## config.mk

```make
export PLATFORM = sky130hd
export DESIGN_NAME = sorted_priority_queue_top_flat
export DESIGN_NICKNAME = d
export VERILOG_FILES = /design/src/rtl/spq_pkg.sv /design/src/rtl/spq_req_if.sv /design/src/rtl/spq_rsp_if.sv /design/src/rtl/spq_ram.sv /design/src/rtl/spq_ctrl.sv /design/src/rtl/spq_dp.sv /design/src/rtl/sorted_priority_queue_top.sv /design/src/flat_wrapper.sv
export SDC_FILE = /design/constraint.sdc
export NUM_CORES = 2
export LEC_CHECK = 0
export BUFFER_PORTS_ARGS = -buffer_cell sky130_fd_sc_hd__buf_4
export CAP_MARGIN = 40
export CELL_PAD_IN_SITES_DETAIL_PLACEMENT = 0
export CELL_PAD_IN_SITES_GLOBAL_PLACEMENT = 1
export CORE_UTILIZATION = 25
export CTS_CLUSTER_DIAMETER = 30
export DETAILED_ROUTE_END_ITERATION = 8
export PLACE_DENSITY = 0.43
export REMOVE_ABC_BUFFERS = 1
export SLEW_MARGIN = 20
export SYNTH_ARGS = -nofsm -noshare
export SYNTH_HDL_FRONTEND = slang
export SYNTH_HIERARCHICAL = 1
export SYNTH_SLANG_ARGS = --single-unit
export TNS_END_PERCENT = 100
```

## constraint.sdc

```tcl
create_clock -name clock -period 6.4 [get_ports clock]
set_clock_uncertainty 0.05 [all_clocks]
set_input_delay 1.28 -clock clock [delete_from_list [all_inputs] [get_ports clock]]
set_output_delay 1.28 -clock clock [all_outputs]
set_load 0.005 [all_outputs]
```

## src/rtl/spq_pkg.sv

```systemverilog
// shared constants, types and helpers for the sorted priority queue
`timescale 1ns / 1ps
package spq_pkg;

   // queue geometry
   localparam int DEPTH    = 64;
   localparam int ADDR_W   = $clog2(DEPTH);
   localparam int CNT_W    = $clog2(DEPTH + 1);

   // payload widths
   localparam int VALUE_W  = 32;
   localparam int PRIO_W   = 16;
   localparam int ENTRY_W  = VALUE_W + PRIO_W;
   localparam int STATUS_W = 2;
   localparam int FILL_W   = 7;

   // operation codes
   localparam logic CMD_INSERT = 1'b0;
   localparam logic CMD_REMOVE = 1'b1;

   // status codes
   localparam logic [STATUS_W-1:0] STATUS_OK        = 2'd0;
   localparam logic [STATUS_W-1:0] STATUS_OVERFLOW  = 2'd1;
   localparam logic [STATUS_W-1:0] STATUS_UNDERFLOW = 2'd2;

   // controller to datapath commands
   typedef struct packed {
      logic                capture;
      logic                read_head;
      logic                pop;
      logic                read_next;
      logic                shift_up;
      logic                place_above;
      logic                place_head;
      logic                count_inc;
      logic                set_status;
      logic [STATUS_W-1:0] status_code;
      logic                respond;
   } spq_cmd_type;

   // datapath to controller status
   typedef struct packed {
      logic empty;
      logic full;
      logic prio_ge;
      logic scan_last;
      logic rsp_busy;
   } spq_stat_type;

   // circular address step forward
   function automatic logic [ADDR_W-1:0] addr_inc(input logic [ADDR_W-1:0] a);
      logic [ADDR_W-1:0] r;
      if (a == ADDR_W'(DEPTH - 1)) r = '0;
      else r = a + ADDR_W'(1);
      return r;
   endfunction

   // circular address step back
   function automatic logic [ADDR_W-1:0] addr_dec(input logic [ADDR_W-1:0] a);
      logic [ADDR_W-1:0] r;
      if (a == '0) r = ADDR_W'(DEPTH - 1);
      else r = a - ADDR_W'(1);
      return r;
   endfunction

endpackage

```

## src/rtl/spq_req_if.sv

```systemverilog
// request channel: command, value and priority with valid/ready
`timescale 1ns / 1ps
interface spq_req_if;
   import spq_pkg::*;

   logic                      valid;
   logic                      ready;
   logic                      command;
   logic signed [VALUE_W-1:0] item_value;
   logic signed [PRIO_W-1:0]  item_priority;

   modport source (output valid, output command, output item_value,
                   output item_priority, input ready);
   modport sink   (input valid, input command, input item_value,
                   input item_priority, output ready);
endinterface

```

## src/rtl/spq_rsp_if.sv

```systemverilog
// response channel: status, removed value and fill count with valid/ready
`timescale 1ns / 1ps
interface spq_rsp_if;
   import spq_pkg::*;

   logic                      valid;
   logic                      ready;
   logic [STATUS_W-1:0]       status;
   logic signed [VALUE_W-1:0] removed_value;
   logic [FILL_W-1:0]         fill_count;

   modport source (output valid, output status, output removed_value,
                   output fill_count, input ready);
   modport sink   (input valid, input status, input removed_value,
                   input fill_count, output ready);
endinterface

```

## src/rtl/spq_ram.sv

```systemverilog
// generic simple dual-port ram with registered read
`timescale 1ns / 1ps
module spq_ram #(
   parameter int WIDTH = 8,
   parameter int DEPTH = 16
) (
   input  logic                     clock,
   input  logic                     wr_en,
   input  logic [$clog2(DEPTH)-1:0] wr_addr,
   input  logic [WIDTH-1:0]         wr_data,
   input  logic                     rd_en,
   input  logic [$clog2(DEPTH)-1:0] rd_addr,
   output logic [WIDTH-1:0]         rd_data
);
   logic [WIDTH-1:0] mem_ff [DEPTH];
   logic [WIDTH-1:0] rd_data_ff;

   // write port and registered read port
   always_ff @(posedge clock) begin
      if (wr_en) begin
         mem_ff[wr_addr] <= wr_data;
      end
      if (rd_en) begin
         rd_data_ff <= mem_ff[rd_addr];
      end
   end

   assign rd_data = rd_data_ff;
endmodule

```

## src/rtl/spq_ctrl.sv

```systemverilog
// controller state machine sequencing insert scans and removes
`timescale 1ns / 1ps
module spq_ctrl (
   input  logic                  clock,
   input  logic                  reset,
   input  logic                  req_valid,
   input  logic                  req_command,
   output logic                  req_ready,
   input  spq_pkg::spq_stat_type stat,
   output spq_pkg::spq_cmd_type  cmd
);
   import spq_pkg::*;

   typedef enum logic [2:0] {
      IDLE,
      REM_WAIT,
      FIRST,
      SCAN,
      PLACE,
      RESPOND
   } state_type;

   state_type state_ff, state_in;
   logic      req_ready_ff, req_ready_in;
   logic      accept;

   assign accept    = req_valid && req_ready_ff;
   assign req_ready = req_ready_ff;

   // next state and datapath commands
   always_comb begin
      state_in = state_ff;
      cmd      = '0;
      unique case (state_ff)
         IDLE: begin
            if (accept) begin
               cmd.capture = 1'b1;
               if (req_command == CMD_REMOVE) begin
                  if (stat.empty) begin
                     cmd.set_status  = 1'b1;
                     cmd.status_code = STATUS_UNDERFLOW;
                     state_in        = RESPOND;
                  end else begin
                     cmd.read_head = 1'b1;
                     state_in      = REM_WAIT;
                  end
               end else begin
                  if (stat.full) begin
                     cmd.set_status  = 1'b1;
                     cmd.status_code = STATUS_OVERFLOW;
                     state_in        = RESPOND;
                  end else if (stat.empty) begin
                     state_in = PLACE;
                  end else begin
                     state_in = FIRST;
                  end
               end
            end
         end
         REM_WAIT: begin
            cmd.pop  = 1'b1;
            state_in = RESPOND;
         end
         FIRST: begin
            cmd.read_next = 1'b1;
            state_in      = SCAN;
         end
         SCAN: begin
            if (stat.prio_ge) begin
               cmd.place_above = 1'b1;
               cmd.count_inc   = 1'b1;
               state_in        = RESPOND;
            end else begin
               cmd.shift_up = 1'b1;
               if (stat.scan_last) begin
                  state_in = PLACE;
               end else begin
                  cmd.read_next = 1'b1;
               end
            end
         end
         PLACE: begin
            cmd.place_head = 1'b1;
            cmd.count_inc  = 1'b1;
            state_in       = RESPOND;
         end
         RESPOND: begin
            if (!stat.rsp_busy) begin
               cmd.respond = 1'b1;
               state_in    = IDLE;
            end
         end
         default: state_in = IDLE;
      endcase
      req_ready_in = (state_in == IDLE);
   end

   // state and registered ready
   always_ff @(posedge clock) begin
      if (reset) begin
         state_ff     <= IDLE;
         req_ready_ff <= 1'b0;
      end else begin
         state_ff     <= state_in;
         req_ready_ff <= req_ready_in;
      end
   end
endmodule

```

## src/rtl/spq_dp.sv

```systemverilog
// datapath: entry memory as a circular sorted array, pointers and response registers
`timescale 1ns / 1ps
module spq_dp (
   input  logic                              clock,
   input  logic                              reset,
   input  spq_pkg::spq_cmd_type              cmd,
   output spq_pkg::spq_stat_type             stat,
   input  logic signed [spq_pkg::VALUE_W-1:0] req_item_value,
   input  logic signed [spq_pkg::PRIO_W-1:0]  req_item_priority,
   output logic                              rsp_valid,
   input  logic                              rsp_ready,
   output logic [spq_pkg::STATUS_W-1:0]      rsp_status,
   output logic signed [spq_pkg::VALUE_W-1:0] rsp_removed_value,
   output logic [spq_pkg::FILL_W-1:0]        rsp_fill_count
);
   import spq_pkg::*;

   // queue pointers
   logic [ADDR_W-1:0] head_ff;
   logic [CNT_W-1:0]  count_ff;

   // scan pointers
   logic [ADDR_W-1:0] rd_addr_ff;
   logic [ADDR_W-1:0] cmp_addr_ff;
   logic [CNT_W-1:0]  remaining_ff;

   // held transaction and staged result
   logic signed [VALUE_W-1:0] item_value_ff;
   logic signed [PRIO_W-1:0]  item_prio_ff;
   logic [STATUS_W-1:0]       stage_status_ff;
   logic signed [VALUE_W-1:0] stage_value_ff;

   // output registers
   logic                      rsp_valid_ff;
   logic [STATUS_W-1:0]       rsp_status_ff;
   logic signed [VALUE_W-1:0] rsp_value_ff;
   logic [FILL_W-1:0]         rsp_fill_ff;

   // memory ports
   logic                      ram_wr_en;
   logic [ADDR_W-1:0]         ram_wr_addr;
   logic [ENTRY_W-1:0]        ram_wr_data;
   logic                      ram_rd_en;
   logic [ADDR_W-1:0]         ram_rd_addr;
   logic [ENTRY_W-1:0]        ram_rd_data;
   logic signed [PRIO_W-1:0]  rd_prio;
   logic [ADDR_W:0]           tail_sum;
   logic [ADDR_W-1:0]         tail_addr;

   spq_ram #(
      .WIDTH (ENTRY_W),
      .DEPTH (DEPTH)
   ) u_ram (
      .clock   (clock),
      .wr_en   (ram_wr_en),
      .wr_addr (ram_wr_addr),
      .wr_data (ram_wr_data),
      .rd_en   (ram_rd_en),
      .rd_addr (ram_rd_addr),
      .rd_data (ram_rd_data)
   );

   // physical address of the last held entry
   always_comb begin
      tail_sum = {1'b0, head_ff} + (ADDR_W + 1)'(count_ff) - (ADDR_W + 1)'(1);
      if (tail_sum >= (ADDR_W + 1)'(DEPTH)) begin
         tail_addr = ADDR_W'(tail_sum - (ADDR_W + 1)'(DEPTH));
      end else begin
         tail_addr = tail_sum[ADDR_W-1:0];
      end
   end

   // memory read and write selection
   assign rd_prio     = ram_rd_data[PRIO_W-1:0];
   assign ram_rd_en   = cmd.read_head || cmd.read_next;
   assign ram_rd_addr = cmd.read_head ? head_ff : rd_addr_ff;

   always_comb begin
      ram_wr_en   = cmd.shift_up || cmd.place_above || cmd.place_head;
      ram_wr_addr = addr_inc(cmp_addr_ff);
      ram_wr_data = {item_value_ff, item_prio_ff};
      if (cmd.shift_up) begin
         ram_wr_data = ram_rd_data;
      end
      if (cmd.place_head) begin
         ram_wr_addr = head_ff;
      end
   end

   // status back to the controller
   assign stat.empty     = (count_ff == '0);
   assign stat.full      = (count_ff == CNT_W'(DEPTH));
   assign stat.prio_ge   = (rd_prio >= item_prio_ff);
   assign stat.scan_last = (remaining_ff == '0);
   assign stat.rsp_busy  = rsp_valid_ff && !rsp_ready;

   // head and fill count
   always_ff @(posedge clock) begin
      if (reset) begin
         head_ff  <= '0;
         count_ff <= '0;
      end else begin
         if (cmd.pop) begin
            head_ff  <= addr_inc(head_ff);
            count_ff <= count_ff - CNT_W'(1);
         end else if (cmd.count_inc) begin
            count_ff <= count_ff + CNT_W'(1);
         end
      end
   end

   // scan pointers, held transaction and staged result
   always_ff @(posedge clock) begin
      if (cmd.capture) begin
         item_value_ff   <= req_item_value;
         item_prio_ff    <= req_item_priority;
         rd_addr_ff      <= tail_addr;
         remaining_ff    <= count_ff;
         stage_status_ff <= cmd.set_status ? cmd.status_code : STATUS_OK;
         stage_value_ff  <= '0;
      end
      if (cmd.read_next) begin
         cmp_addr_ff  <= rd_addr_ff;
         rd_addr_ff   <= addr_dec(rd_addr_ff);
         remaining_ff <= remaining_ff - CNT_W'(1);
      end
      if (cmd.pop) begin
         stage_value_ff <= ram_rd_data[ENTRY_W-1:PRIO_W];
      end
   end

   // response valid
   always_ff @(posedge clock) begin
      if (reset) begin
         rsp_valid_ff <= 1'b0;
      end else if (cmd.respond) begin
         rsp_valid_ff <= 1'b1;
      end else if (rsp_ready) begin
         rsp_valid_ff <= 1'b0;
      end
   end

   // response payload
   always_ff @(posedge clock) begin
      if (cmd.respond) begin
         rsp_status_ff <= stage_status_ff;
         rsp_value_ff  <= stage_value_ff;
         rsp_fill_ff   <= FILL_W'(count_ff);
      end
   end

   assign rsp_valid         = rsp_valid_ff;
   assign rsp_status        = rsp_status_ff;
   assign rsp_removed_value = rsp_value_ff;
   assign rsp_fill_count    = rsp_fill_ff;
endmodule

```

## src/rtl/sorted_priority_queue_top.sv

```systemverilog
// top level of the sorted priority queue
// Holds up to DEPTH entries (value, signed priority) ordered from highest
// priority to lowest; equal priorities leave in insert order.
// Channels: req_chan carries one transaction per command (insert or remove
// with value and priority); rsp_chan returns exactly one transaction per
// request with status, removed value and fill count after the operation.
// Entries live in a circular buffer in one memory; a remove advances the
// head pointer, an insert walks from the tail toward the head, moving each
// lower-priority entry up one slot per cycle (read and write port overlap).
// Steps per request: a remove reads the head entry, then pops it; a refused
// insert or a remove on an empty queue goes straight to the response step;
// an insert into an empty queue is placed at the head; other inserts read
// the tail, then scan toward the head past each entry of lower priority and
// place the new entry above the first of equal or higher priority, or at the
// head. A new request is taken only after the last response is loaded.
// Reset (synchronous, active high) empties the queue; the memory needs no
// clearing pass. While the receiver stalls, the response register holds its
// transaction and the next request may still be accepted and processed; it
// waits in the final step until the response register is free.
`timescale 1ns / 1ps
module sorted_priority_queue_top (
   input  logic       clock,
   input  logic       reset,
   spq_req_if.sink    req_chan,
   spq_rsp_if.source  rsp_chan
);
   import spq_pkg::*;

   spq_cmd_type  cmd;
   spq_stat_type stat;

   spq_ctrl u_ctrl (
      .clock       (clock),
      .reset       (reset),
      .req_valid   (req_chan.valid),
      .req_command (req_chan.command),
      .req_ready   (req_chan.ready),
      .stat        (stat),
      .cmd         (cmd)
   );

   spq_dp u_dp (
      .clock             (clock),
      .reset             (reset),
      .cmd               (cmd),
      .stat              (stat),
      .req_item_value    (req_chan.item_value),
      .req_item_priority (req_chan.item_priority),
      .rsp_valid         (rsp_chan.valid),
      .rsp_ready         (rsp_chan.ready),
      .rsp_status        (rsp_chan.status),
      .rsp_removed_value (rsp_chan.removed_value),
      .rsp_fill_count    (rsp_chan.fill_count)
   );
endmodule

```

## src/flat_wrapper.sv

```systemverilog
// flat-port wrapper written by rule: the top's interface ports become plain ports
module sorted_priority_queue_top_flat import spq_pkg::*;
  (clock, reset, req_chan_valid, req_chan_command, req_chan_item_value, req_chan_item_priority, req_chan_ready, rsp_chan_valid, rsp_chan_status, rsp_chan_removed_value, rsp_chan_fill_count, rsp_chan_ready);
  spq_req_if req_chan_i ();
  spq_rsp_if rsp_chan_i ();
  input  logic clock;
  input  logic reset;
  input wire logic [$bits(req_chan_i.valid)-1:0] req_chan_valid;
  input wire logic [$bits(req_chan_i.command)-1:0] req_chan_command;
  input wire logic [$bits(req_chan_i.item_value)-1:0] req_chan_item_value;
  input wire logic [$bits(req_chan_i.item_priority)-1:0] req_chan_item_priority;
  output wire logic [$bits(req_chan_i.ready)-1:0] req_chan_ready;
  output wire logic [$bits(rsp_chan_i.valid)-1:0] rsp_chan_valid;
  output wire logic [$bits(rsp_chan_i.status)-1:0] rsp_chan_status;
  output wire logic [$bits(rsp_chan_i.removed_value)-1:0] rsp_chan_removed_value;
  output wire logic [$bits(rsp_chan_i.fill_count)-1:0] rsp_chan_fill_count;
  input wire logic [$bits(rsp_chan_i.ready)-1:0] rsp_chan_ready;
  assign req_chan_i.valid = req_chan_valid;
  assign req_chan_i.command = req_chan_command;
  assign req_chan_i.item_value = req_chan_item_value;
  assign req_chan_i.item_priority = req_chan_item_priority;
  assign req_chan_ready = req_chan_i.ready;
  assign rsp_chan_valid = rsp_chan_i.valid;
  assign rsp_chan_status = rsp_chan_i.status;
  assign rsp_chan_removed_value = rsp_chan_i.removed_value;
  assign rsp_chan_fill_count = rsp_chan_i.fill_count;
  assign rsp_chan_i.ready = rsp_chan_ready;
  sorted_priority_queue_top u_core (.clock(clock), .reset(reset), .req_chan(req_chan_i), .rsp_chan(rsp_chan_i));
endmodule
```

Yosys cells after proc, flatten, opt, wreduce, memory -nomap -nowiden. Memories as Yosys holds them, arrays and structs flattened. A register that Yosys moved wholly into a read port is not among the register bits. Cells that the tools add are included.

Input bits: 53. Memories kept: 1. RAM bits: 3072. Register bits: 160.

Reductions and logical operators: 17. Eq/ne operators: 8. Magnitude comparators: 2. Mux-type cells: 47. $add $sub $neg: 9.

Memories: u_core.u_dp.u_ram.mem_ff (words 64, width 48, rd ports 1, clocked after Yosys merged registers in 1, write ports 1, RTL line spq_ram.sv:15) `logic [WIDTH-1:0] mem_ff [DEPTH];`.

Operator list (count): $mux 32 (2); $mux 48 (1); $mux 6 (8); $mux 3 (13); $mux 7 (4); $sub 7x1->7 const B (3); $ge 16x16->1 (1); $pmux 3 s5 (1); $logic_not 7->1 (2); $add 6x1->6 const B (2); $eq 6x6->1 const B (2); $mux 1 (12); $sub 6x1->6 const B (2); $mux 2 (4); $reduce_bool 2->1 (4); $add 6x7->7 (1); $add 7x1->7 const B (1); $eq 7x7->1 const B (1); $ge 7x7->1 const B (1); $eq 3x2->1 const B (2); $eq 3x3->1 const B (2); $logic_not 3->1 (2); $logic_not 6->1 (1); $pmux 1 s2 (2); other kinds (6) (9).

Depth between registers and ports, before layout.
Depth after elaboration: 8. Gate-level depth with buffers: 16. Depth with buffers taken out: 14.

By module. Netlist, hierarchy kept.

By module, submodules not included: spq_ram (cells an instance 4970, area an instance 117597.8 µm², instances 1); spq_dp (cells an instance 539, area an instance 7091.8 µm², instances 1); spq_ctrl (cells an instance 42, area an instance 322.8 µm², instances 1).

Worst setup path after synthesis. No wires, ideal clock.

Kind: flip-flop to flip-flop. Start: reg u_core.u_dp.u_ram.rd_data_ff[7] (netlist: u_core/u_dp/u_ram/rd_data[7]), read port of u_core.u_dp.u_ram.mem_ff. End: mem u_core/u_dp/u_ram/mem_ff[49][0] in the netlist's numbering, enable pin. Data required time: 5.837 ns. Arrival time: 6.050 ns. Path slack: -0.212 ns. Cell stages (with the launch flop): 13. Path buffers: 1. Cell sequence: edfxtp_1 -> ha_1 -> a21oi_2 -> o21ai_1 -> a221o_1 -> a211oi_2 -> mux2_1 -> nor2_1 -> clkbuf_1 -> or3_1 -> nor2b_1 -> nand4_1 -> nor3_1.

RTL lines: start, declared (RTL line spq_ram.sv:16) `logic [WIDTH-1:0] rd_data_ff;`; end, declared (RTL line spq_ram.sv:15).

==> impl_metrics.py <==
metrics = {
    "clock_tree": {
        "cts_buffer_count": 774,
        "tritoncts": "done",
        "clock-sinks": 3280,
        "postCtsResizedCells": 0,
        "clock_tree.buffer_depth": 4,
        "clk_root_buffer_cell": "sky130_fd_sc_hd__clkbuf_16",
        "worst_setup_hold_path_clk_slew_ns": 0.05,
        "htree_num_levels": 6,
        "cts_setup_buffers": 0,
        "clkLatencyLatePin_ns": 1.11,
        "cts_hold_buf": 0,
    },
    "final_layout": {
        "finalNetCount": 6652,
        "multi_input_area_sq_um": 25700,
        "fillCellCount": 47000,
        "stdcell_area_sq_um": 166000,
        "layout-drive-gt1-share_pct": 37.2,
        "regArea_sq_um": 98300,
        "layout-area-overhead-vs-synth_pct": 32.5,
    },
    "worst_setup_path": {
        "cp-startpoint": "u_core/u_dp/u_ram/rd_data[9]",
        "list_of_cells_traversed_by_the_critical_path": "ha_1, nand4_1, nor3_1, a211oi_2, mux2_1, nor2_4, or3_1, nor2b_1, nand2_1, nor2_4, buf_4",
        "max_stage_delay_ns": 0.64,
        "crit-reg2reg-launch": "u_core/u_dp/u_ram/rd_data[9]",
        "rrSetupSlack_ns": 0.80,
        "cp_slowest_cell": "sky130_fd_sc_hd__buf_4",
        "worstPathBufferInverterCount": 1,
        "timing.critical_path.depth": 11,
        "critical-path-top-delay-family": "simple AND/OR/NAND/NOR gates",
        "worstPathArrival_ns": 6.23,
        "timing.critical_path.required_ns": 7.03,
        "crit-reg2reg-capture": "u_core/u_dp/u_ram/mem_ff[0][36]",
        "worst_setup_path_end_kind": "flop",
        "worst_r2r_path_depth": 11,
        "capturing_instance_or_port_of_the_critical_path": "u_core/u_dp/u_ram/mem_ff[0][36]",
        "critical_path.startpoint_type": "flop",
        "worstSetupPathType": "reg -> reg",
        "library_cell_appearing_most_often_on_the_critical_path": "sky130_fd_sc_hd__nor2_4",
        "crit_path_max_fanout": 24,
    },
    "routing": {
        "drc": 21,
        "post_drt_wl_per_cell_um": 30.5,
        "drt.antenna.violating_nets": 0,
        "detailedRoute.firstPassIterationCount": 9,
        "wirelength_mm": 424,
        "drt-vias-per-instance": 4.65,
        "vias": 64500,
        "detailedRoute.firstIterationViolations": 6573,
    },
    "synthesis": {
        "ys_top_cells_by_area": "sky130_fd_sc_hd__edfxtp_1 (78%), sky130_fd_sc_hd__mux4_2 (14%), sky130_fd_sc_hd__o22ai_1 (0.61%)",
        "mappedNetlistArea_sq_um": 125000,
        "yosys_most_used_dff": "sky130_fd_sc_hd__edfxtp_1",
        "netlist_top_cells_count": "sky130_fd_sc_hd__edfxtp_1 (3262), sky130_fd_sc_hd__mux4_2 (754), sky130_fd_sc_hd__nor2_1 (171)",
        "synth_top_cell_area_share_pct": 78.4,
        "count_of_flip_flops_with_a_built_in_enable_after_synthesis": 3262,
        "synthMostInstantiatedCell": "sky130_fd_sc_hd__edfxtp_1",
        "postSynthRegisterBits": 3280,
        "synthesis.area_per_instance_sq_um": 22.5,
        "synth_unique_cells": 62,
        "synth-seq-area-share_pct": 78.6,
        "ys_async_rst_share_pct": 0,
        "synth.largest_area_cell": "sky130_fd_sc_hd__edfxtp_1",
        "post_synth_inst_count": 5551,
        "yosysWarnings": 6,
    },
    "sta": {
        "timing.fmax_ghz": 0.178,
        "transition_time_of_the_tightest_slew_check_pin_ns": 0.953,
        "slew_violations": 0,
        "period_share_pct": 87.5,
        "max_slew_margin_pct": 36.4,
        "rsz0062_at_grt": "no",
        "setup_violations": 0,
        "holdWs_ns": 0.294,
        "final-hold-violation-count": 0,
        "finalCriticalPeriod_ns": 5.60,
    },
    "floorplan": {
        "num_rows": 259,
        "fp.dieArea_sq_um": 503000,
        "floorplan.initialDensity_pct": 25.1,
        "core_region_area_sq_um": 498000,
        "io_pins": 96,
        "fp.dieW_um": 709,
        "die_h_um": 709,
    },
    "global_route": {
        "grt.met2_usage_pct": 27.1,
        "first_global_vias": 68700,
        "top_usage_layer_grt": "met2",
        "grt-ovfl-total": 0,
        "maximum_number_of_pins_on_one_net_before_global_route_repair": 76,
        "grt_usage_pct": 16.6,
        "global_route_wire_length_before_repair_mm": 577,
        "grtUsageMet1_pct": 22.5,
        "met3_usage_pct": 3.27,
        "antenna_found_initial": 46,
    },
    "worst_hold_path": {
        "hold_path_class": "in -> reg",
        "worstHoldPathCells": 1,
        "worst_hold_startpoint": "req_chan_item_value[10]",
    },
    "power_and_ir_drop": {
        "vdd_ir_drop_max_mv": 0.294,
        "powerDensity_nw_per_um2": 470,
        "power.static_leakage_nw": 53.7,
    },
    "run": {
        "drv.max_cap_violation_count": 0,
    },
    "placement": {
        "place.gp.congestion": 0.745,
        "io_buffers": 95,
        "placedInstanceArea_sq_um": 138000,
        "detailedPlacementHpwl_mm": 243,
    },
    "outcome": {
        "violations": "DRC",
        "status": "complete, but fails checks",
    },
}
==> worst min path at each step <==
stage / endpoint
2_1_floorplan: u_core/u_dp/rsp_removed_value[0]
3_3_place_gp: u_core/u_dp/rsp_removed_value[1]
3_5_place_dp: u_core/u_dp/rsp_removed_value[30]
4_1_cts: u_core/u_dp/item_value_ff[10]
5_1_grt: u_core/u_dp/item_value_ff[10]
6_report: u_core/u_dp/item_value_ff[10]
==> sequential cells by signal (all words and copies together) (netlist names), 2 cells and up <==
| signal | cells |
|---|---|
| u_core/u_dp/u_ram/mem_ff | 3072 |
| u_core/u_dp/rsp_status | 2 |
| u_core/u_dp/rsp_removed_value | 32 |
| u_core/u_dp/item_value_ff | 32 |
| u_core/u_dp/rd_addr_ff | 6 |
| u_core/u_dp/count_ff | 7 |
| u_core/u_dp/rsp_fill_count | 7 |
| u_core/u_ctrl/state_ff | 3 |
| u_core/u_dp/remaining_ff | 7 |
| u_core/u_dp/head_ff | 6 |
| u_core/u_dp/u_ram/rd_data | 48 |
| u_core/u_dp/cmp_addr_ff | 6 |
| u_core/u_dp/stage_status_ff | 2 |
| u_core/u_dp/stage_value_ff | 32 |
| u_core/u_dp/item_prio_ff | 16 |
==> power breakdown <==
part           switching (mW)  internal, mW
Sequential              0.232          24.9
Combinational            7.57          4.62
Clock                    12.9          27.6
Total                    20.7          57.1
==> stage by stage <==
| stage | cells | worst slack, ns | TNS (ns) | util [%] | total power [mW] |
|---|---|---|---|---|---|
| 6_report | 13900 | 0.798 | 0 | 33.3 | 77.8 |
| 3_3_place_gp | 12400 | 0.516 | 0 | 27.6 | 37.7 |
| 3_5_place_dp | 12400 | 0.682 | 0 | 27.7 | 37.9 |
| 2_1_floorplan | 5251 | -99.07 | -8220.56 | - | 34.8 |
| 4_1_cts | 13900 | 0.768 | 0 | 33.2 | 78.7 |
| 5_1_grt | 13900 | 0.567 | 0 | 33.3 | 80.3 |
==> final cells by class <==
cell class / count / share of cell area, %
sequential: 3280 / 59.4
multi-input combinational: 1924 / 15.5
clock buffer: 869 / 11.9
tap: 6655 / 5.03
clock inverter: 565 / 4.53
timing repair buffer: 534 / 3.47
inverter: 47 / 0.110
antenna: 9 / 0.0136
==> cell usage in the layout (no fill, tap or decap), drive strengths merged, types with 34 or more instances in the layout <==
cell      netlist  final
a21oi         104    104
clkinvlp        0     71
inv            47     71
clkinv          0    337
o22ai         122    122
ha             36     36
clkbuf        112    869
nor2b          34     34
edfxtp       3262   3262
mux2           51     51
mux4          754    754
nand2          95     95
buf           188    534
a22o           57     57
mux2i          65     65
bufinv          0    133
a211oi         36     36
a221oi         84     84
nor2          171    171
a22oi          72     72
and2           37     37
==> cells by family after synthesis <==
family	count (synthesis)	share of synthesized area (%)
xor+xnor	25	0.175
flops	3280	78.6
buf+inv	347	1.40
fa+ha+maj	38	0.392
compound gates	569	3.23
mux	870	14.6
simple gates	422	1.59
==> layer usage <==
layer,share of wire (%),vias to the layer above,routed length (um)
met4,2.1,6,8830
met5,0.043,-,181
met3,6.2,596,26500
met1,44,35500,185000
met2,48,2304,204000
li1,-,26100,-
Note: power is estimated with default switching activity, not from simulation.
